--- src/hw/rtl/mphp_pkg.sv ---
package mphp_pkg;

  localparam int MAX_PACKET_BYTES_DEF = 1024;

  // configuration register indexes
  localparam int CFG_IDX_W  = 2;
  localparam int CFG_DATA_W = 4;
  localparam logic [CFG_IDX_W-1:0] CFG_FLOOD_CODE  = 2'd0;
  localparam logic [CFG_IDX_W-1:0] CFG_DIRECT_CODE = 2'd1;
  localparam logic [CFG_IDX_W-1:0] CFG_TRACE_CODE  = 2'd2;

  localparam logic [1:0] FLOOD_CODE_RST  = 2'd0;
  localparam logic [1:0] DIRECT_CODE_RST = 2'd3;
  localparam logic [3:0] TRACE_CODE_RST  = 4'd9;

  // result status codes
  localparam int STATUS_W = 3;
  localparam logic [STATUS_W-1:0] ST_OK             = 3'd0;
  localparam logic [STATUS_W-1:0] ST_SHORT_PACKET   = 3'd1;
  localparam logic [STATUS_W-1:0] ST_SHORT_TRANSPORT = 3'd2;
  localparam logic [STATUS_W-1:0] ST_NO_PATH_LEN    = 3'd3;
  localparam logic [STATUS_W-1:0] ST_SHORT_PATH     = 3'd4;

  localparam int TRACE_MIN_BYTES = 13;
  localparam int TAG_BYTES       = 4;
  localparam int TRANSPORT_BYTES = 4;
  localparam logic [7:0] HASH_SEED_MASK = 8'hFC;

  // fixed-width part of the result beat, everything but the two lengths
  localparam int OUT_FIXED_W = 2 + 4 + 2 + 16 + 16 + 8 + 32 + STATUS_W + 1;

  function automatic int len_width(input int max_bytes);
    return $clog2(max_bytes + 1);
  endfunction

  function automatic int out_data_width(input int max_bytes);
    int raw;
    raw = OUT_FIXED_W + 2 * len_width(max_bytes);
    return ((raw + 7) / 8) * 8;
  endfunction

endpackage

--- src/hw/rtl/mesh_packet_header_parse_hash_core.sv ---
// Packet header parser and message hash. Packet bytes enter one per cycle on
// the in_ stream, in wire order, with in_tlast on the final byte; each packet
// yields one result beat on the out_ stream, registered, in the cycle after its
// last byte is taken. The field step and the times-31 hash update (shift,
// subtract, add on 32 bits) both finish in the cycle a byte is accepted, so
// the sustained rate is one byte per cycle; in_tready drops only while the
// output register holds a result that the consumer has not yet taken.
// Result status: 0 ok, 1 fewer than two bytes, 2 transport codes cut short,
// 3 path length byte missing, 4 path cut short. The hash and the payload
// length are valid only with status 0. Configuration writes are expected
// only between packets.
module mesh_packet_header_parse_hash_core
  import mphp_pkg::*;
#(
  parameter int MAX_PACKET_BYTES = MAX_PACKET_BYTES_DEF,
  parameter int LEN_W            = len_width(MAX_PACKET_BYTES),
  parameter int OUT_DATA_W       = out_data_width(MAX_PACKET_BYTES)
) (
  input  logic                  clk,
  input  logic                  rst_n,

  input  logic                  in_tvalid,
  output logic                  in_tready,
  input  logic [7:0]            in_tdata,   // data_byte[7:0]
  input  logic                  in_tlast,   // last_byte

  output logic                  out_tvalid,
  input  logic                  out_tready,
  // route_type[2], payload_type[4], payload_version[2], transport_code_first[16],
  // transport_code_second[16], path_length[8], payload_length[LEN_W],
  // total_length[LEN_W], message_hash[32], status[3], payload_empty[1], zero pad
  output logic [OUT_DATA_W-1:0] out_tdata,
  output logic                  out_tuser,  // hash_from_trace_tag

  input  logic                  cfg_we,
  input  logic [CFG_IDX_W-1:0]  cfg_index,
  input  logic [CFG_DATA_W-1:0] cfg_wdata
);

  localparam logic [2:0] PH_HEADER    = 3'd0;
  localparam logic [2:0] PH_TRANSPORT = 3'd1;
  localparam logic [2:0] PH_PATHLEN   = 3'd2;
  localparam logic [2:0] PH_PATH      = 3'd3;
  localparam logic [2:0] PH_PAYLOAD   = 3'd4;

  localparam logic [LEN_W-1:0] LEN_MAX = LEN_W'(MAX_PACKET_BYTES);
  localparam int RAW_W = OUT_FIXED_W + 2 * LEN_W;
  localparam int PAD_W = OUT_DATA_W - RAW_W;

  logic [1:0]  flood_code_r;
  logic [1:0]  direct_code_r;
  logic [3:0]  trace_code_r;

  logic [2:0]       phase_r, phase_nxt;
  logic [7:0]       header_r, header_nxt;
  logic [31:0]      transport_r, transport_nxt;
  logic [2:0]       fcount_r, fcount_nxt;
  logic [7:0]       path_len_r, path_len_nxt;
  logic [7:0]       path_rem_r, path_rem_nxt;
  logic [LEN_W-1:0] byte_cnt_r, byte_cnt_nxt;
  logic [LEN_W-1:0] pay_cnt_r, pay_cnt_nxt;
  logic [31:0]      hash_r, hash_nxt;
  logic [31:0]      tag_r, tag_nxt;

  logic                  out_valid_r;
  logic [OUT_DATA_W-1:0] out_data_r, out_data_nxt;
  logic                  out_user_r, out_user_nxt;

  logic                  in_beat;
  logic [1:0]            route;
  logic [STATUS_W-1:0]   status;
  logic [15:0]           tc_first, tc_second;
  logic [LEN_W-1:0]      res_plen;
  logic [31:0]           res_hash;
  logic                  res_tag;
  logic                  res_empty;
  logic                  use_tag;

  assign in_tready  = !out_valid_r || out_tready;
  assign in_beat    = in_tvalid && in_tready;
  assign out_tvalid = out_valid_r;
  assign out_tdata  = out_data_r;
  assign out_tuser  = out_user_r;
  assign route      = in_tdata[1:0];

  always_ff @(posedge clk) begin
    if (!rst_n) begin
      flood_code_r  <= FLOOD_CODE_RST;
      direct_code_r <= DIRECT_CODE_RST;
      trace_code_r  <= TRACE_CODE_RST;
    end else if (cfg_we) begin
      unique case (cfg_index)
        CFG_FLOOD_CODE:  flood_code_r  <= cfg_wdata[1:0];
        CFG_DIRECT_CODE: direct_code_r <= cfg_wdata[1:0];
        CFG_TRACE_CODE:  trace_code_r  <= cfg_wdata[3:0];
        default: ;
      endcase
    end
  end

  // field step and hash update for the byte being taken
  always_comb begin
    phase_nxt     = phase_r;
    header_nxt    = header_r;
    transport_nxt = transport_r;
    fcount_nxt    = fcount_r;
    path_len_nxt  = path_len_r;
    path_rem_nxt  = path_rem_r;
    pay_cnt_nxt   = pay_cnt_r;
    hash_nxt      = hash_r;
    tag_nxt       = tag_r;
    byte_cnt_nxt  = (byte_cnt_r < LEN_MAX) ? byte_cnt_r + 1'b1 : LEN_MAX;

    unique case (phase_r)
      PH_HEADER: begin
        header_nxt = in_tdata;
        hash_nxt   = {24'd0, in_tdata & HASH_SEED_MASK};
        phase_nxt  = (route == flood_code_r || route == direct_code_r) ?
                     PH_TRANSPORT : PH_PATHLEN;
      end
      PH_TRANSPORT: begin
        transport_nxt = transport_r | ({24'd0, in_tdata} << {fcount_r[1:0], 3'b000});
        fcount_nxt    = fcount_r + 1'b1;
        if (fcount_nxt >= 3'(TRANSPORT_BYTES)) phase_nxt = PH_PATHLEN;
      end
      PH_PATHLEN: begin
        path_len_nxt = in_tdata;
        path_rem_nxt = in_tdata;
        phase_nxt    = (in_tdata == 8'd0) ? PH_PAYLOAD : PH_PATH;
      end
      PH_PATH: begin
        path_rem_nxt = path_rem_r - 1'b1;
        if (path_rem_nxt == 8'd0) phase_nxt = PH_PAYLOAD;
      end
      default: begin
        if (pay_cnt_r < LEN_W'(TAG_BYTES))
          tag_nxt = tag_r | ({24'd0, in_tdata} << {pay_cnt_r[1:0], 3'b000});
        pay_cnt_nxt = (pay_cnt_r < LEN_MAX) ? pay_cnt_r + 1'b1 : LEN_MAX;
        // h*31 + b
        hash_nxt = {hash_r[26:0], 5'b00000} - hash_r + {24'd0, in_tdata};
      end
    endcase
  end

  // result formed from the state after the last byte
  always_comb begin
    if (byte_cnt_nxt < LEN_W'(2))      status = ST_SHORT_PACKET;
    else if (phase_nxt == PH_TRANSPORT) status = ST_SHORT_TRANSPORT;
    else if (phase_nxt == PH_PATHLEN)   status = ST_NO_PATH_LEN;
    else if (phase_nxt == PH_PATH)      status = ST_SHORT_PATH;
    else                                status = ST_OK;

    if (fcount_nxt >= 3'(TRANSPORT_BYTES)) begin
      tc_first  = transport_nxt[15:0];
      tc_second = transport_nxt[31:16];
    end else begin
      tc_first  = 16'd0;
      tc_second = 16'd0;
    end

    use_tag = (header_nxt[5:2] == trace_code_r) &&
              (byte_cnt_nxt >= LEN_W'(TRACE_MIN_BYTES)) &&
              (pay_cnt_nxt >= LEN_W'(TAG_BYTES));

    if (status == ST_OK) begin
      res_plen  = pay_cnt_nxt;
      res_empty = (pay_cnt_nxt == '0);
      res_tag   = use_tag;
      res_hash  = use_tag ? tag_nxt : hash_nxt;
    end else begin
      res_plen  = '0;
      res_empty = 1'b1;
      res_tag   = 1'b0;
      res_hash  = 32'd0;
    end

    out_data_nxt = {{PAD_W{1'b0}}, res_empty, status, res_hash, byte_cnt_nxt, res_plen,
                    path_len_nxt, tc_second, tc_first, header_nxt[7:6], header_nxt[5:2],
                    header_nxt[1:0]};
    out_user_nxt = res_tag;
  end

  always_ff @(posedge clk) begin
    if (!rst_n) begin
      phase_r     <= PH_HEADER;
      header_r    <= '0;
      transport_r <= '0;
      fcount_r    <= '0;
      path_len_r  <= '0;
      path_rem_r  <= '0;
      byte_cnt_r  <= '0;
      pay_cnt_r   <= '0;
      hash_r      <= '0;
      tag_r       <= '0;
      out_valid_r <= 1'b0;
    end else begin
      if (in_beat && in_tlast) begin
        out_valid_r <= 1'b1;
      end else if (out_valid_r && out_tready) begin
        out_valid_r <= 1'b0;
      end
      if (in_beat) begin
        if (in_tlast) begin
          phase_r     <= PH_HEADER;
          header_r    <= '0;
          transport_r <= '0;
          fcount_r    <= '0;
          path_len_r  <= '0;
          path_rem_r  <= '0;
          byte_cnt_r  <= '0;
          pay_cnt_r   <= '0;
          hash_r      <= '0;
          tag_r       <= '0;
        end else begin
          phase_r     <= phase_nxt;
          header_r    <= header_nxt;
          transport_r <= transport_nxt;
          fcount_r    <= fcount_nxt;
          path_len_r  <= path_len_nxt;
          path_rem_r  <= path_rem_nxt;
          byte_cnt_r  <= byte_cnt_nxt;
          pay_cnt_r   <= pay_cnt_nxt;
          hash_r      <= hash_nxt;
          tag_r       <= tag_nxt;
        end
      end
    end
  end

  always_ff @(posedge clk) begin
    if (in_beat && in_tlast) begin
      out_data_r <= out_data_nxt;
      out_user_r <= out_user_nxt;
    end
  end

endmodule

--- config.mk ---
export PLATFORM = sky130hd
export DESIGN_NAME = mesh_packet_header_parse_hash_core
export DESIGN_NICKNAME = d
export VERILOG_FILES = /design/src/hw/rtl/mphp_pkg.sv /design/src/hw/rtl/mesh_packet_header_parse_hash_core.sv
export SDC_FILE = /design/constraint.sdc
export NUM_CORES = 1
export LEC_CHECK = 0
export CORE_MARGIN = 1.5
export CORE_UTILIZATION = 69
export CTS_CLUSTER_DIAMETER = 150
export CTS_CLUSTER_SIZE = 8
export DETAILED_ROUTE_END_ITERATION = 10
export DONT_BUFFER_PORTS = 1
export PLACE_DENSITY_LB_ADDON = 0.1
export REMOVE_ABC_BUFFERS = 1
export SETUP_SLACK_MARGIN = 0.02
export SLEW_MARGIN = 30
export SYNTH_ARGS = -nofsm -noshare
export SYNTH_HDL_FRONTEND = slang
export SYNTH_SLANG_ARGS = --single-unit
--- constraint.sdc ---
create_clock -name clk -period 8.05 [get_ports clk]
set_clock_uncertainty 0.2 [all_clocks]
set_input_delay 0.805 -clock clk [delete_from_list [all_inputs] [get_ports clk]]
set_output_delay 0.805 -clock clk [all_outputs]
set_load 0.02 [all_outputs]
### Yosys cells after proc, flatten, opt, wreduce, memory -nomap -nowiden

Index checks and enable logic that the tools add are counted.

| storage, ports and cells | value |
|---|---|
| flip-flop bits (word level) | 264 |
| word-level logic and storage cells | 102 |
| output and inout bits | 115 |
| input port bits | 20 |

| operators by class | value |
|---|---|
| muxes and demuxes | 33 |
| shift-type cells | 2 |
| bitwise gates (word level) | 2 |
| reductions and logical operators | 22 |
| $add $sub $neg | 6 |
| eq/ne operators | 11 |
| magnitude comparators | 8 |

Operator list:

| kind | number |
|---|---|
| 2-to-1 mux 32 bit | 7 |
| bitwise OR 32 bit | 2 |
| case mux 32 bit (2 select lines) | 1 |
| left shift 8 x 5 -> 32 bit | 2 |
| 2-to-1 mux 11 bit | 5 |
| 2-to-1 mux 8 bit | 5 |
| adder 32 x 8 -> 32 bit | 1 |
| subtractor 32 bit | 1 |
| 2-to-1 mux 3 bit | 10 |
| adder 11 x 1 -> 11 bit, second input constant | 2 |
| less-than comparator 11 bit, second input constant | 2 |
| logical NOT 8 bit | 2 |
| case mux 8 bit (2 select lines) | 1 |
| equality test 3 x 2 -> 1 bit, second input constant | 4 |
| case mux 3 bit (4 select lines) | 1 |
| >= comparator 11 x 3 -> 1 bit, second input constant | 1 |
| >= comparator 11 x 4 -> 1 bit, second input constant | 1 |
| logical NOT 11 bit | 1 |
| less-than comparator 11 x 2 -> 1 bit, second input constant | 1 |
| less-than comparator 11 x 3 -> 1 bit, second input constant | 1 |
| AND reduction 2 bit | 4 |
| subtractor 8 x 1 -> 8 bit, second input constant | 1 |
| equality test 3 x 1 -> 1 bit, second input constant | 2 |
| >= comparator 3 bit, second input constant | 2 |
| 16 further kinds | 24 |

### Depth between registers and ports, before layout

| depth | value |
|---|---|
| depth in word-level cells | 10 |
| mapped depth | 16 |
| gate-level depth less buffers | 15 |

### Worst setup path after synthesis

OpenSTA, ideal clock, no wires.

| timing | value |
|---|---|
| path kind | in2reg |
| start point | input port in_tdata[6] |
| end point | register out_data_r[101] (netlist: out_tdata[101]) (data pin) |
| data required time | 7,595 ps |
| library setup time | 255 ps |
| path buffers | 2 |
| slack | 3,701 ps |
| cell stages on the path | 14 |
| arrival | 3,894 ps |
| path through | clkbuf_1 -> buf_1 -> inv_1 -> fa_1 -> inv_1 -> ha_1 -> o2111ai_1 -> a211o_1 -> o211a_1 -> o21ai_0 -> o221ai_1 -> mux2i_1 -> or3_1 -> and3_1 |

| on the way | value |
|---|---|
| longest elaborated chain between the ends | 9 |
| elaborated cells between the ends (all ways) | 14 |
| those cells by class | add/sub (1); eq/ne (3); mux (8); reduce/logical (2) |

Ends and longest elaborated chain:

| what | line | source |
|---|---|---|
| start, declared | mesh_packet_header_parse_hash_core.sv:24 | `input logic [7:0] in_tdata,` |
| logical NOT 8 bit | mesh_packet_header_parse_hash_core.sv:129 | `phase_nxt = (in_tdata == 8'd0) ? PH_PAYLOAD : PH_PATH;` |
| 2-to-1 mux 3 bit | mesh_packet_header_parse_hash_core.sv:129 |  |
| case mux 3 bit (4 select lines) | mesh_packet_header_parse_hash_core.sv:114 | `unique case (phase_r)` |
| equality test 3 x 2 -> 1 bit | mesh_packet_header_parse_hash_core.sv:150 | `else if (phase_nxt == PH_PATH) status = ST_SHORT_PATH;` |
| 2-to-1 mux 3 bit | mesh_packet_header_parse_hash_core.sv:150 |  |
| 2-to-1 mux 3 bit | mesh_packet_header_parse_hash_core.sv:149 | `else if (phase_nxt == PH_PATHLEN) status = ST_NO_PATH_LEN;` |
| 2-to-1 mux 3 bit | mesh_packet_header_parse_hash_core.sv:148 | `else if (phase_nxt == PH_TRANSPORT) status = ST_SHORT_TRANSPORT;` |
| 2-to-1 mux 3 bit | mesh_packet_header_parse_hash_core.sv:147 | `if (byte_cnt_nxt < LEN_W'(2)) status = ST_SHORT_PACKET;` |
| logical NOT 3 bit | mesh_packet_header_parse_hash_core.sv:165 | `if (status == ST_OK) begin` |
| end signal, assigned | mesh_packet_header_parse_hash_core.sv:232 | `out_data_r <= out_data_nxt;` |
| end, declared | mesh_packet_header_parse_hash_core.sv:66 | `logic [OUT_DATA_W-1:0] out_data_r, out_data_nxt;` |

Several ways; a longest one is shown, not always the timed one.
A chain may end at the register's enable or synchronous reset.

### Worst setup path in the final report

| timing | value |
|---|---|
| start point | register phase_r[2] |
| end point | register out_data_r[75] (netlist: out_tdata[75]) (data pin) |

| on the way | value |
|---|---|
| longest elaborated chain between the ends | 8 |
| elaborated cells between the ends (all ways) | 26 |
| those cells by class | order compare (1); eq/ne (7); mux (12); reduce/logical (6) |

Ends and longest elaborated chain:

| what | line | source |
|---|---|---|
| start, declared | mesh_packet_header_parse_hash_core.sv:54 | `logic [2:0] phase_r, phase_nxt;` |
| start signal, assigned | mesh_packet_header_parse_hash_core.sv:215 | `phase_r <= phase_nxt;` |
| branches (longest 8 deep; another with >= comparator 11 x 3 -> 1 bit) | - |  |

Parallel ways; which one is timed is not known.

==> impl_metrics.yaml <==
clocking:
  clockBufferDepth: 3
  cts_setup_buffers: 0
  cts_resized: 0
  cts_tree: "yes"
  clk_latency_ns: 0.53
  path_clk_slew_ns: 0.05
  root_buffer: "clkbuf_16"
  clock_sinks: 264
  cts_hold_buf: 0
  htreeDepth: 2
  numCtsBuffers: 38
detailed_routing:
  wirelength_um: 35900
  via_per_inst: 6.57
  wire_per_inst_um: 21.1
  drt_iter0_drc: 1260
  num_vias: 11200
  ant_nets: 0
  drc: 0
  firstDrtPassIters: 6
grt:
  gr-total-overflow: 0
  grt_max_degree: 86
  grt_usage_pct: 34.3
  grt_pass1_vias: 10600
  antenna_found_initial: 0
  grt_pass1_wl_um: 55700
yosys:
  ys_ff_latch: 264
  yosysMostFrequentCell: "nor2_1"
  yosysUniqueCellTypes: 80
  synth-xor-area-share_pct: 3.17
  synth.top_cells.by_area: "edfxtp_1 23%, dfxtp_1 23%, ha_1 5.7%"
  synthAdderAreaFrac_pct: 6.28
  syn-instance-count: 1459
  async_flop_share_pct: 0
  ys.flop_type: "dfxtp_1"
  synth_compound_area_share_pct: 20.0
  synth_edf_count: 107
  synth_top_cells_by_count: "179 x nor2_1, 157 x dfxtp_1, 107 x edfxtp_1"
  synth_top_area_share_pct: 23.2
  ys_seq_area_share_pct: 46.0
  synth_area_um2: 13800
  synth-simple-area-share_pct: 16.7
  synth_top_area_cell: "edfxtp_1"
  synth_top_family_by_area: "compound AO/OA/AOI/OAI gates"
  synth-warning-count: 0
  synthMuxAreaShare_pct: 2.55
  syn_area_per_cell_um2: 9.48
sta:
  fmax_mhz: 248
  hold_viol: 0
  rsz0062_at_grt: "no"
  timing.final.crit_period_ns: 4.04
  slew_headroom_pct: 37.1
  worstMarginPinSlew_ns: 0.944
  slew_viol_final: 0
  fin_crit_sh_pct: 50.1
  finalSetupViolations: 0
  setup_tns_ns: 0
floorplanning:
  die_h_um: 145
  die_w_um: 145
  start_util_pct: 70.6
  ios: 135
  rows: 51
  dieArea_um2: 20900
  core_area_um2: 19600
final_layout:
  area_delta_synth_final_pct: 7.91
  final_nets: 1492
  drive_gt1_share_pct: 8.23
  antenna_cells: 0
  final_core_util_pct: 76.2
setup_path:
  cp-start-kind: "register"
  cp_max_fo: 61
  cp-end-kind: "register"
  critical_path_class: "register to register"
  required_ns: 8.17
  worstPathArrival_ns: 4.15
placed_design:
  finalWeightedCongestion: 0.967
  io_buffers: 0
  hpwl_um: 21800
run:
  maxCapViolCount: 0
min_path:
  hp-class: "input port to register"
outcome:
  outcome: "finished clean"
power:
  p_leak_nw: 5.39
  powerDensity_nw_per_um2: 217
  peakVddDrop_v: 0.000178
-- final cells by class --
| class | instances | area, um^2 |
|---|---|---|
| inverters | 56 | 213 |
| clock buffers | 66 | 1080 |
| fillers | 1414 | 4670 |
| multi-input cells | 1033 | 6820 |
| repair buffers | 12 | 90.1 |
| clock inverters | 2 | 32.5 |
| flip-flops and latches | 264 | 6360 |
| well taps | 265 | 332 |
-- cells in the final DEF, fill, tap and decap left out, drive strengths merged, types with 12 or more instances in the layout --
master / netlist / routed
a211oi: 44 / 44
a21o: 28 / 28
a21oi: 108 / 108
a22oi: 48 / 48
a31oi: 69 / 69
and2: 18 / 18
buf: 41 / 12
clkbuf: 70 / 66
dfxtp: 157 / 157
edfxtp: 107 / 107
ha: 63 / 63
inv: 56 / 56
mux2: 18 / 18
mux2i: 15 / 15
nand2: 83 / 83
nand3: 21 / 21
nor2: 179 / 179
nor2b: 60 / 60
nor3: 38 / 38
o21ai: 44 / 44
xnor2: 36 / 36
xor2: 14 / 14
-- final timing paths --
check	startpoint	end	slack, ns	cells past startpoint
worst min register to register	transport_r[31]	transport_r[31]	0.26	2
worst max-delay path	phase_r[2]	out_tdata[75]	4.01	11
worst max register to register	phase_r[2]	out_tdata[75]	4.01	11
worst min-delay path	rst_n	trace_code_r[3]	0.17	1
-- flip-flops by register name (all words and copies together) (netlist names) --
register       count
out_tuser          1
out_tdata        106
phase_r            3
byte_cnt_r        11
transport_r       32
tag_r             32
direct_code_r      2
out_tvalid         1
header_r           8
hash_r            32
flood_code_r       2
fcount_r           3
path_rem_r         8
pay_cnt_r         11
path_len_r         8
trace_code_r       4
-- report_power, final --
group	internal [mW]	leakage [nW]	switching [mW]
logic	0.106	2.58	0.178
clock network	0.904	0.526	0.585
registers	1.42	2.28	0.0435
-- per-layer routing --
layer	track usage, %	vias up	part of all wire (%)
met5	0	-	0
met4	13.9	0	3.3
met3	5.83	97	8.2
met2	54.9	534	47
met1	46.2	5359	42
li1	-	5170	-
-- through the flow --
stage | setup WS, ns | instances | power (mW) | area [um^2] | hold slack, ns
after detailed placement | 3.89 | 1630 | 1.77 | 13800 | 0.254
after CTS | 4.10 | 1698 | 3.24 | 14900 | 0.152
after global routing | 3.86 | 1698 | 3.33 | 14900 | 0.151
after global placement | 3.98 | 1630 | 1.76 | 13800 | 0.247
final | 4.01 | 1698 | 3.24 | 14900 | 0.172
after floorplan | 2.40 | 1353 | 1.70 | 13300 | 0.237
-- critical path, stage by stage, from the launching register on --
cell and delay [ns]:
dfxtp_2 0.31, buf_4 0.57, and4_2 0.44, and3_4 0.23, nand3_1 0.10, xor2_1 0.21, a21oi_2 0.09, nor4_4 0.57
a211o_1 0.17, buf_4 0.43, a211oi_1 0.12, a211oi_2 0.35
-- cell families after synthesis --
kind of cell	count (synthesis)
AND/OR/NAND/NOR	461
other	1
multiplexers	33
AO/OA/AOI/OAI	416
adder cells (fa/ha/maj)	67
buffers and inverters	167
XOR/XNOR	50
flip-flops	264
Note: power is estimated with default switching activity, not from simulation.
